## src/rtl/core/dense_layer_sigmoid_core_defines.svh

```systemverilog
// Assertion macros shared by the core's modules.
// Each expects clk and rst_n in scope.
`ifndef DENSE_LAYER_SIGMOID_CORE_DEFINES_SVH
`define DENSE_LAYER_SIGMOID_CORE_DEFINES_SVH

`ifndef SYNTHESIS

`define DLS_ASSERT(lbl, prop, msg) \
  lbl: assert property (@(posedge clk) disable iff (!rst_n) (prop)) else $error(msg);

`define DLS_ASSERT_NXT(lbl, ante, cons, msg) \
  lbl: assert property (@(posedge clk) disable iff (!rst_n) (ante) |=> (cons)) \
    else $error(msg);

`else

`define DLS_ASSERT(lbl, prop, msg)

`define DLS_ASSERT_NXT(lbl, ante, cons, msg)

`endif

`endif

```

## src/rtl/core/dls_pkg.sv

```systemverilog
package dls_pkg;

  localparam int WORD_W   = 16;
  localparam int PROD_W   = 32;
  localparam int ACC_W    = 48;
  localparam int PRE_W    = 50;
  localparam int CFG_W    = 9;
  localparam int INDEX_W  = 8;

  // Q3.12 scaling of the bias into the Q6.24 sum, and round half up
  localparam int FRAC_BITS  = 12;
  localparam int ROUND_HALF = 2048;
  // Pre-activation saturates outside [-2^SAT_BIT, 2^SAT_BIT) in Q6.24
  localparam int SAT_BIT    = 27;

  localparam logic [CFG_W-1:0] NEURON_COUNT_RESET = 9'd200;
  localparam int COUNT_CAP = 256;

  typedef struct packed {
    logic signed [WORD_W-1:0] weight;
    logic signed [WORD_W-1:0] activation;
    logic signed [WORD_W-1:0] bias;
    logic                     last_term;
  } dls_in_t;

  typedef struct packed {
    logic [INDEX_W-1:0] neuron_index;
    logic [WORD_W-1:0]  neuron_value;
    logic               layer_end;
  } dls_out_t;

  // Rounded pre-activation of one finished neuron, before saturation
  typedef struct packed {
    logic                    valid;
    logic signed [PRE_W-1:0] pre;
  } dls_pre_t;

endpackage

```

## src/rtl/core/dls_mac.sv

```systemverilog
`include "dense_layer_sigmoid_core_defines.svh"

module dls_mac (
  input  logic              clk,
  input  logic              rst_n,
  input  logic              in_valid,
  output logic              in_ready,
  input  dls_pkg::dls_in_t  in_data,
  input  logic              pre_ready,
  output dls_pkg::dls_pre_t pre
);
  import dls_pkg::*;

  logic                     s1_valid_r;
  dls_in_t                  s1_data_r;
  logic                     s2_valid_r;
  logic signed [PROD_W-1:0] s2_prod_r;
  logic signed [WORD_W-1:0] s2_bias_r;
  logic                     s2_last_r;
  logic signed [ACC_W-1:0]  acc_r;
  logic signed [ACC_W-1:0]  acc_nxt;
  logic                     pre_valid_r;
  logic signed [PRE_W-1:0]  pre_val_r;
  logic signed [PRE_W-1:0]  pre_nxt;
  logic signed [PROD_W-1:0] prod_nxt;

  logic pre_free;
  logic s2_free;
  logic s1_free;

  assign pre_free = !pre_valid_r || pre_ready;
  assign s2_free  = !s2_valid_r || pre_free;
  assign s1_free  = !s1_valid_r || s2_free;
  assign in_ready = s1_free;

  assign prod_nxt = s1_data_r.weight * s1_data_r.activation;

  // Wrap the running sum modulo 2^48; clear it once the row is finished
  always_comb begin
    acc_nxt = acc_r;
    if (s2_valid_r && pre_free) begin
      if (s2_last_r) begin
        acc_nxt = '0;
      end else begin
        acc_nxt = acc_r + ACC_W'(s2_prod_r);
      end
    end
  end

  assign pre_nxt = PRE_W'(acc_r) + PRE_W'(s2_prod_r)
                 + (PRE_W'(s2_bias_r) <<< FRAC_BITS) + PRE_W'(ROUND_HALF);

  always_ff @(posedge clk) begin
    if (!rst_n) begin
      s1_valid_r  <= 1'b0;
      s2_valid_r  <= 1'b0;
      pre_valid_r <= 1'b0;
      acc_r       <= '0;
    end else begin
      acc_r <= acc_nxt;
      if (s1_free) begin
        s1_valid_r <= in_valid;
      end
      if (s2_free) begin
        s2_valid_r <= s1_valid_r;
      end
      // Only a row's last term goes on to the activation stage
      if (pre_free) begin
        pre_valid_r <= s2_valid_r && s2_last_r;
      end
    end
  end

  always_ff @(posedge clk) begin
    if (s1_free && in_valid) begin
      s1_data_r <= in_data;
    end
    if (s2_free && s1_valid_r) begin
      s2_prod_r <= prod_nxt;
      s2_bias_r <= s1_data_r.bias;
      s2_last_r <= s1_data_r.last_term;
    end
    if (pre_free && s2_valid_r && s2_last_r) begin
      pre_val_r <= pre_nxt;
    end
  end

  assign pre = '{valid: pre_valid_r, pre: pre_val_r};

  `DLS_ASSERT_NXT(a_acc_clear, s2_valid_r && s2_last_r && pre_free, acc_r == '0, "accumulator not cleared after last term")
  `DLS_ASSERT_NXT(a_pre_hold, pre_valid_r && !pre_ready, pre_valid_r && $stable(pre_val_r), "stalled pre-activation changed")

endmodule

```

## src/rtl/core/dls_act.sv

```systemverilog
`include "dense_layer_sigmoid_core_defines.svh"

module dls_act #(
  parameter int MAX_NEURONS     = 256,
  parameter int SIGMOID_ENTRIES = 256
) (
  input  logic                            clk,
  input  logic                            rst_n,
  input  dls_pkg::dls_pre_t               pre,
  output logic                            pre_ready,
  input  logic [dls_pkg::CFG_W-1:0]       neuron_count,
  output logic                            out_valid,
  input  logic                            out_ready,
  output dls_pkg::dls_out_t               out_data
);
  import dls_pkg::*;

  localparam int IW     = $clog2(SIGMOID_ENTRIES);
  localparam int CW     = $clog2(MAX_NEURONS);
  localparam int EW     = $clog2(MAX_NEURONS + 1);
  localparam int CMP_W  = ((EW > CFG_W) ? EW : CFG_W) + 1;
  localparam int SCL_W  = WORD_W + IW + 1;
  localparam logic [63:0] ENTRIES_W = 64'(SIGMOID_ENTRIES);
  localparam logic [63:0] ONE_Q30   = 64'd1 << 30;
  localparam logic [63:0] X_OFFSET  = 64'd524288;

  typedef logic [WORD_W-1:0] rom_t [SIGMOID_ENTRIES];

  // Shift-subtract division, used only while the table is built
  function automatic logic [63:0] udiv(input logic [63:0] num, input logic [63:0] den);
    logic [63:0] rem;
    logic [63:0] quo;
    int b;
    rem = '0;
    quo = '0;
    for (b = 63; b >= 0; b--) begin
      rem = {rem[62:0], num[b]};
      if (rem >= den) begin
        rem    = rem - den;
        quo[b] = 1'b1;
      end
    end
    return quo;
  endfunction

  // Sigmoid at each segment midpoint over [-8, 8), e^-|x| from a cubic and 8 squarings
  function automatic rom_t build_rom();
    rom_t        rom;
    logic [63:0] off;
    logic [63:0] t;
    logic [63:0] h;
    logic [63:0] h2;
    logic [63:0] h3;
    logic [63:0] y;
    logic [63:0] d;
    logic [63:0] s;
    logic        neg;
    int          k;
    int          i;
    for (k = 0; k < SIGMOID_ENTRIES; k++) begin
      off = (64'(2 * k + 1) * X_OFFSET) / ENTRIES_W;
      neg = off < X_OFFSET;
      t   = neg ? (X_OFFSET - off) : (off - X_OFFSET);
      h   = t << 6;
      h2  = (h * h) >> 30;
      h3  = (h2 * h) >> 30;
      y   = ONE_Q30 - h + (h2 >> 1) - h3 / 64'd6;
      for (i = 0; i < 8; i++) begin
        y = (y * y) >> 30;
      end
      d = ONE_Q30 + y;
      if (neg) begin
        s = udiv((y << 16) + (d >> 1), d);
      end else begin
        s = udiv((64'd1 << 46) + (d >> 1), d);
      end
      if (s > 64'd65535) begin
        s = 64'd65535;
      end
      rom[k] = s[WORD_W-1:0];
    end
    return rom;
  endfunction

  localparam rom_t SIG_ROM = build_rom();

  logic                s4_valid_r;
  logic [IW-1:0]       s4_idx_r;
  logic [INDEX_W-1:0]  s4_index_r;
  logic                s4_end_r;
  logic                out_valid_r;
  dls_out_t            out_data_r;
  logic [CW-1:0]       counter_r;
  logic [CW-1:0]       counter_nxt;

  logic                out_free;
  logic                s4_free;
  logic                in_range;
  logic [WORD_W-1:0]   biased;
  logic [SCL_W-1:0]    scaled;
  logic [IW:0]         idx_raw;
  logic [IW:0]         idx_clamped;
  logic [CMP_W-1:0]    cnt_cfg;
  logic [CMP_W-1:0]    eff_count;
  logic [CMP_W-1:0]    cnt_inc;
  logic                end_nxt;
  logic [CW+7:0]       cnt_ext;

  assign out_free  = !out_valid_r || out_ready;
  assign s4_free   = !s4_valid_r || out_free;
  assign pre_ready = s4_free;

  // Saturate to Q3.12 and convert to offset binary
  assign in_range = (pre.pre[PRE_W-1:SAT_BIT] == '0) || (pre.pre[PRE_W-1:SAT_BIT] == '1);

  always_comb begin
    if (in_range) begin
      biased = {~pre.pre[SAT_BIT], pre.pre[SAT_BIT-1:FRAC_BITS]};
    end else if (pre.pre[PRE_W-1]) begin
      biased = '0;
    end else begin
      biased = '1;
    end
  end

  assign scaled  = SCL_W'(biased) * SCL_W'(SIGMOID_ENTRIES);
  assign idx_raw = scaled[SCL_W-1:WORD_W];

  always_comb begin
    if (idx_raw >= (IW + 1)'(SIGMOID_ENTRIES)) begin
      idx_clamped = (IW + 1)'(SIGMOID_ENTRIES - 1);
    end else begin
      idx_clamped = idx_raw;
    end
  end

  // Zero counts as one; anything above the cap counts as MAX_NEURONS
  assign cnt_cfg = CMP_W'(neuron_count);

  always_comb begin
    if (cnt_cfg == '0) begin
      eff_count = CMP_W'(1);
    end else if (cnt_cfg > CMP_W'(COUNT_CAP) || cnt_cfg > CMP_W'(MAX_NEURONS)) begin
      eff_count = CMP_W'(MAX_NEURONS);
    end else begin
      eff_count = cnt_cfg;
    end
  end

  assign cnt_inc     = CMP_W'(counter_r) + CMP_W'(1);
  assign end_nxt     = cnt_inc >= eff_count;
  assign counter_nxt = end_nxt ? '0 : cnt_inc[CW-1:0];
  assign cnt_ext     = (CW + 8)'(counter_r);

  always_ff @(posedge clk) begin
    if (!rst_n) begin
      s4_valid_r  <= 1'b0;
      out_valid_r <= 1'b0;
      counter_r   <= '0;
    end else begin
      if (s4_free) begin
        s4_valid_r <= pre.valid;
        if (pre.valid) begin
          counter_r <= counter_nxt;
        end
      end
      if (out_free) begin
        out_valid_r <= s4_valid_r;
      end
    end
  end

  always_ff @(posedge clk) begin
    if (s4_free && pre.valid) begin
      s4_idx_r   <= idx_clamped[IW-1:0];
      s4_index_r <= cnt_ext[INDEX_W-1:0];
      s4_end_r   <= end_nxt;
    end
    if (out_free && s4_valid_r) begin
      out_data_r <= '{neuron_index: s4_index_r,
                      neuron_value: SIG_ROM[s4_idx_r],
                      layer_end:    s4_end_r};
    end
  end

  assign out_valid = out_valid_r;
  assign out_data  = out_data_r;

  `DLS_ASSERT_NXT(a_cnt_wrap, pre.valid && s4_free && end_nxt, counter_r == '0, "neuron counter did not wrap at layer end")
  `DLS_ASSERT(a_cnt_range, counter_r <= CW'(MAX_NEURONS - 1), "neuron counter out of range")

endmodule

```

## src/rtl/core/dense_layer_sigmoid_core.sv

```systemverilog
// A row's last term goes through the s1, s2, pre, s4 and out registers to
// out_valid. Throughput: one weight/activation term per cycle unless out_ready
// stalls; the multiply, the accumulate loop and the table read each own a stage.
// Terms other than a row's last produce no result and leave the pipe early.
// Reset (rst_n low, synchronous) empties the pipe, clears accumulator and
// neuron counter, and sets neuron_count to 200; the sigmoid table is constant.
module dense_layer_sigmoid_core #(
  parameter int MAX_NEURONS     = 256,
  parameter int SIGMOID_ENTRIES = 256
) (
  input  logic                      clk,
  input  logic                      rst_n,
  input  logic                      in_valid,
  output logic                      in_ready,
  input  dls_pkg::dls_in_t          in_data,
  output logic                      out_valid,
  input  logic                      out_ready,
  output dls_pkg::dls_out_t         out_data,
  input  logic                      cfg_wr_en,
  input  logic [dls_pkg::CFG_W-1:0] cfg_wr_data
);
  import dls_pkg::*;

  logic [CFG_W-1:0] neuron_count_r;
  dls_pre_t         pre;
  logic             pre_ready;

  always_ff @(posedge clk) begin
    if (!rst_n) begin
      neuron_count_r <= NEURON_COUNT_RESET;
    end else if (cfg_wr_en) begin
      neuron_count_r <= cfg_wr_data;
    end
  end

  dls_mac u_mac (
    .clk       (clk),
    .rst_n     (rst_n),
    .in_valid  (in_valid),
    .in_ready  (in_ready),
    .in_data   (in_data),
    .pre_ready (pre_ready),
    .pre       (pre)
  );

  dls_act #(
    .MAX_NEURONS     (MAX_NEURONS),
    .SIGMOID_ENTRIES (SIGMOID_ENTRIES)
  ) u_act (
    .clk          (clk),
    .rst_n        (rst_n),
    .pre          (pre),
    .pre_ready    (pre_ready),
    .neuron_count (neuron_count_r),
    .out_valid    (out_valid),
    .out_ready    (out_ready),
    .out_data     (out_data)
  );

endmodule

```

## config.mk

```make
export PLATFORM = sky130hd
export DESIGN_NAME = dense_layer_sigmoid_core
export DESIGN_NICKNAME = d
export VERILOG_FILES = /design/src/rtl/core/dls_pkg.sv /design/src/rtl/core/dls_mac.sv /design/src/rtl/core/dls_act.sv /design/src/rtl/core/dense_layer_sigmoid_core.sv
export VERILOG_INCLUDE_DIRS = /design/src /design/src/rtl/core
export SDC_FILE = /design/constraint.sdc
export NUM_CORES = 1
export LEC_CHECK = 0
export BUFFER_PORTS_ARGS = -buffer_cell sky130_fd_sc_hd__buf_2
export CAP_MARGIN = 20
export CELL_PAD_IN_SITES_DETAIL_PLACEMENT = 1
export CELL_PAD_IN_SITES_GLOBAL_PLACEMENT = 2
export CORE_MARGIN = 1.5
export CORE_UTILIZATION = 42
export DETAILED_ROUTE_END_ITERATION = 8
export PLACE_DENSITY_LB_ADDON = 0.08
export SLEW_MARGIN = 20
export SYNTH_ARGS = -nofsm -noshare
export SYNTH_HDL_FRONTEND = slang
export SYNTH_SLANG_ARGS = --single-unit
```

## constraint.sdc

```tcl
create_clock -name clk -period 6.7 [get_ports clk]
set_clock_uncertainty 0.1 [all_clocks]
set_input_delay 1.34 -clock clk [delete_from_list [all_inputs] [get_ports clk]]
set_output_delay 1.34 -clock clk [all_outputs]
set_load 0.02 [all_outputs]
```

# After elaboration in Yosys (flattened, before gate mapping)
# Memories as Yosys holds them, arrays and structs flattened. A register that Yosys moved wholly into a read port is not among the register bits.
# Cells that the tools add are included.
[word_totals] romBits=4096 regBits=244 n_memories=1 in_bits=63
[op_classes] order_cmp=3 n_reduce_logical=21 muxes=6 bitwise_logic=2 addsub=5 multipliers=1 eq_ne=1
[memory_table] name="(no name shown)" words=256 word_bits=16 read_ports=1 rd_clocked_by_memory_dff=1 wr=0 line_no="dls_act.sv:181" source="neuron_value: SIG_ROM[s4_idx_r],"
[op_table] op="$add A49 B28 Y50" count=1
[op_table] op="$add A50 B13 Y50 const B" count=1
[op_table] op="$add A48 B32 Y49" count=1
[op_table] op="$add A48 B32 Y48" count=1
[op_table] op="$mux W48" count=1
[op_table] op="$mul A16 B16 Y32" count=1
[op_table] op="$mux W16" count=2
[op_table] op="$eq A23 B23 Y1 const B" count=1
[op_table] op="$logic_not A23 Y1" count=1
[op_table] op="$ge A10 B10 Y1" count=1
[op_table] op="$logic_not A10 Y1" count=1
[op_table] op="$mux W10" count=1
[op_table] op="$add A8 B1 Y9 const B" count=1
[op_table] op="$ge A8 B9 Y1 const B" count=1
[op_table] op="$gt A9 B9 Y1 const B" count=1
[op_table] op="$mux W9" count=1
[op_table] op="$not A8 Y9" count=1
[op_table] op="$mux W8" count=1
[op_table] op="$logic_and A1 B1 Y1" count=7
[op_table] op="$logic_or A1 B1 Y1" count=6
[op_table] op="$logic_not A1 Y1" count=5
[op_table] op="$reduce_and A2 Y1" count=1
[op_table] op="$not A1 Y1" count=1

# Depth between registers and ports, before layout
[logic_depth] depth_word=7 mapped_depth=24 mapped_depth_nobuf=22

# Modules after synthesis
# Synthesis repeated with hierarchy kept, for this count alone.
[unflattened] hier_cells=2984 hier_area_um2=28508.6
[by_module_without_submodules] module="dls_mac" instances=1 area_per_inst_um2=21861.0 cells_per_inst=2124 seq_area_each_um2=5465.2
[by_module_without_submodules] module="dls_act" instances=1 area_per_inst_um2=6317.3 cells_per_inst=832 seq_area_each_um2=1461.4
[by_module_without_submodules] module="dense_layer_sigmoid_core" instances=1 area_per_inst_um2=330.3 cells_per_inst=28 seq_area_each_um2=180.2

# Worst setup path after synthesis
# OpenSTA, ideal clock, no wires.
[synth_path] kind="reg2reg" from="reg u_mac.s1_data_r[48] (netlist name)" to="reg u_mac.s2_prod_r[27] (data pin)" setup_ps=260 path_stages_with_launch=21 slack_ps=491 t_arrival_ps=5850 t_required_ps=6340 synth_period_minus_slack_ps=6209 cell_sequence="edfxtp_1 -> clkbuf_1 -> nand2_1 -> inv_1 -> fa_1 -> fa_1 -> fa_1 -> fa_1 -> fa_1 -> inv_1 -> fa_1 -> inv_1 -> ha_1 -> a21o_1 -> a21o_1 -> a21oi_1 -> o21ai_0 -> or2_2 -> a21o_1 -> a21oi_1 -> xnor2_1"
[synth_via] elab_chain_len=1
[synth_lines] item="start: declaration" line_no="dls_mac.sv:15" source="dls_in_t s1_data_r;"
[synth_lines] item="start signal: assignment" line_no="dls_mac.sv:76" source="s1_data_r <= in_data;"
[synth_lines] item="$mul A16 B16 Y32" line_no="dls_mac.sv:36" source="assign prod_nxt = s1_data_r.weight * s1_data_r.activation;"
[synth_lines] item="via u_mac.prod_nxt[27]" line_no="dls_mac.sv:25" source="logic signed [PROD_W-1:0] prod_nxt;"
[synth_lines] item="end signal: assignment" line_no="dls_mac.sv:79" source="s2_prod_r <= prod_nxt;"
[synth_lines] item="end: declaration" line_no="dls_mac.sv:17" source="logic signed [PROD_W-1:0] s2_prod_r;"
# The timed path passes the listed nets, and every way through them passes these cells.
# A chain may end at the register's enable or synchronous reset.

# Final worst setup path
[layout_path] from="reg u_mac.s1_data_r[24] (netlist name)" to="reg u_mac.s2_prod_r[31] (data pin)"
# The elaborated chain is that of the path after synthesis.

==> summary.md <==
| Metric | Value |
|---|---|
| Die Footprint | `between 60000 and 70000 um2` |
| #FFs+latches synth | `240` |
| Worst r2r src | `u_mac.s1_data_r[24]` |
| Clk buf depth | `3` |
| Cell mode on critical path | `fa_1` |
| Reg2reg setup slack | `roughly 0.27 ns` |
| TritonCTS clock tree | `yes` |
| Max cap viols | `0` |
| Synth Flop Type | `edfxtp_1` |
| First-pass GRT wire length | `133 mm` |
| Chip height | `about 260 um` |
| Htree depth | `1` |
| Most frequent cells in the layout | `inv_1, fa_1, nand2_1, ha_1, a21oi_1` |
| Crit path max fanout | `8` |
| Worst R2R End | `u_mac.s2_prod_r[31]` |
| Critical Path Source | `u_mac.s1_data_r[24]` |
| Mapped Area | `~27000 um2` |
| RSZ-0062 raised after global routing | `no` |
| Sequential share of the synthesized area | `0.242` |
| Buffers & Inverters on Critical Path | `5` |
| Worst Path Required | `about 7 ns` |
| DRC Markers | `0` |
| Largest family of logic cells by synthesized area | `adder cells` |
| I/O pin count | `90` |
| Die width | `between 200 and 300 um` |
| Netlist cell types | `84` |
| Ant diodes | `0` |
| Critical Setup Path Class | `reg -> reg` |
| Post-synth EDFFs | `170` |
| Initial antenna violation count | `0` |
| Fin crit period | `6.43 ns` |
| Final cycle utilization of the critical path | `0.960` |
| CTS Sinks | `240` |
| Largest net degree at the start of global routing | `66` |
| XOR/XNOR Fraction of Synth Area | `0.0322` |
| Latest clock arrival within the worst-skew pair | `between 0.5 and 0.6 ns` |
| Syn avg cell area | `between 9 and 10 um2` |
| Hold Vio Cnt, Final | `0` |
| CTS Hold Bufs | `0` |
| Area grow syn2layout | `10.5%` |
| Vias | `21844` |
| Worst min-delay path class | `reg -> reg` |
| Port bufs | `just under 90` |
| WP data arrival | `about 6.7 ns` |
| Final Max Tran Viols | `0` |
| Gpl congestion | `0.941` |
| Clk root buf | `clkbuf_16` |
| Routed length on met3 | `roughly 3.3 mm` |
| Worst slew pin tran | `1.06 ns` |
| Family with the most delay on the worst path | `adder cells` |
| Vias in the first global route | `23839` |
| Worst setup path endpoint | `u_mac.s2_prod_r[31]` |
| Cell depth of the worst setup path | `20` |
| Nets | `3554` |
| Simple-gate area share of the yosys netlist | `0.153` |
| Routed vias/inst | `around 5.7` |
| Max Fclk | `155 MHz` |
| DR WL/cell | `roughly 22 um` |
| Core Area | `between 60000 and 70000 um2` |
| Reg clk slew, reported paths | `roughly 0.06 ns` |
| Final setup fails | `0` |
| Top Layer Used | `met4` |
| Row count | `a little over 90` |
| Total global-route track usage | `0.254` |
| Setup tns final | `0 ns` |
| Drt total wl | `roughly 84 mm` |
| Critical Path End Type | `register` |
| Met1 wire length | `between 30 and 40 mm` |
| Synth Instances | `approximately 2900` |
| R2R depth | `20` |
| DR pass1 iterations | `5` |
| Element type at the critical path start | `register` |
| Starting Density | `0.426` |
| Met2 WL | `about 42 mm` |
| Compound-gate portion of the synthesized area | `0.172` |
| CTS buffer count | `31` |
| Area share of fa/ha/maj cells after synthesis | `0.326` |
| Critical-path top delay cell | `fa_1` |
| Mux share of post-synthesis cell area | `0.00935` |
| Outcome | `finished clean` |
| Worst path max stage delay | `0.62 ns` |
| CP cell instances | `buf_4 -> nand2_1 -> fa_1 -> inv_1 -> fa_1 -> fa_1 -> fa_1 -> fa_1 -> inv_1 -> fa_1 -> inv_1 -> ha_1 -> a21oi_2 -> nand3_1 -> o21ai_2 -> a211oi_2 -> o2111ai_1 -> a31oi_2 -> buf_4 -> a311o_1` |
| Share of layout cells above drive strength 1 | `0.0930` |
| Post-route ant nets | `0` |
| Synth Warn # | `0` |
| Initial DRC count | `between 1000 and 1500` |
| Syn nets | `between 3000 and 4000` |
| Grt total ovfl | `0` |
| Async SR Flop Fraction | `0` |
| Max_slew headroom | `0.297` |
| Post-DP HPWL | `65.5 mm` |
| Most common cell after layout, fill and taps aside | `inv_1` |
[synth_stat cells, types with 16 or more instances]
cell,instances,area (um2)
inv_1,329,1230
fa_1,309,6190
nand2_1,302,1130
ha_1,206,2580
a21oi_1,200,1000
edfxtp_1,170,5100
nor2_1,162,608
o21ai_0,142,711
and2_1,141,882
clkbuf_1,116,435
dfxtp_1,70,1400
a21o_1,61,458
xnor2_1,60,526
nor2b_1,51,319
nand3_1,46,230
nor3_1,39,195
xor2_1,39,342
o211ai_1,34,255
a31oi_1,29,181
nand4_1,27,169
a211oi_1,25,188
nand2b_1,24,150
a22oi_1,23,173
o21bai_1,18,135
buf_1,17,63.8
o22ai_1,16,100
[flip-flops by register name (all words and copies together), names as in the netlist, 9 cells and up]
register         count
u_mac.s1_data_r     49
u_mac.acc_r         48
u_mac.s2_prod_r     32
u_mac.pre_val_r     30
u_act.out_data      25
u_mac.s2_bias_r     16
neuron_count_r       9
[worst min path at each step]
stage	slack, ns	end	cells past startpoint	startpoint
final	0.32	u_mac.s2_bias_r[8]	0	u_mac.s1_data_r[9]
after global routing	0.33	u_act.out_data[21]	0	u_act.s4_index_r[4]
after CTS	0.32	u_act.out_data[22]	0	u_act.s4_index_r[5]
after detailed placement	0.31	u_act.out_data[22]	0	u_act.s4_index_r[5]
after global placement	0.30	u_mac.s2_bias_r[15]	0	u_mac.s1_data_r[16]
after floorplan	0.30	u_act.out_data[0]	0	u_act.s4_end_r
[cell type report]
| cell class | count | area (um2) |
|---|---|---|
| clock inverter | 23 | 288 |
| clock buffer | 35 | 811 |
| inverter | 332 | 1250 |
| multi-input combinational | 2194 | 18700 |
| timing repair buffer | 177 | 1130 |
| tap | 846 | 1060 |
| sequential | 240 | 6510 |
| fill | 7248 | 33500 |
[repair_timing]
action / CTS / global route
gates resized for setup: 0 / 8
setup endpoints to repair: 0 / 7
setup buffers: 0 / 18
endpoints found under the hold margin: 0 / 0
[worst reg2reg max path, cell delays in order, from the launching register on]
cell       delay [ns]
edfxtp_1         0.57
buf_4            0.23
nand2_1          0.08
fa_1             0.54
inv_1            0.06
fa_1             0.48
fa_1             0.62
fa_1             0.45
fa_1             0.49
inv_1            0.05
fa_1             0.48
inv_1            0.04
ha_1             0.35
a21oi_2          0.22
nand3_1          0.13
o21ai_2          0.22
a211oi_2         0.12
o2111ai_1        0.32
a31oi_2          0.16
buf_4            0.17
a311o_1          0.30
[cell families (layout without fill, tap and decap cells)]
group,Yosys count,after routing
simple gates,853,853
compound gates,704,704
fa+ha+maj,515,515
buf+inv,471,567
flops,240,240
xor+xnor,99,99
mux,23,23
[metrics by stage]
step	util	instance area [um2]	setup slack, ns	hold WS (ns)	std cells
detailed placement	0.450	28400	0.0335	0.307	3771
finish	0.470	29700	0.268	0.320	3847
floorplan	-	26900	0.491	0.300	2905
global placement	0.450	28400	0.170	0.303	3771
CTS	0.467	29500	0.00489	0.321	3829
global route	0.470	29700	0.0143	0.328	3847
[routing by layer]
layer	vias up	GRT usage
li1	10104	-
met1	11038	0.321
met2	541	0.452
met3	161	0.0234
met4	0	0.0927
met5	-	0
Power is left out: the tool's default activity adds up to more than one toggle a clock period on the data nets, which glitch-free logic cannot reach.
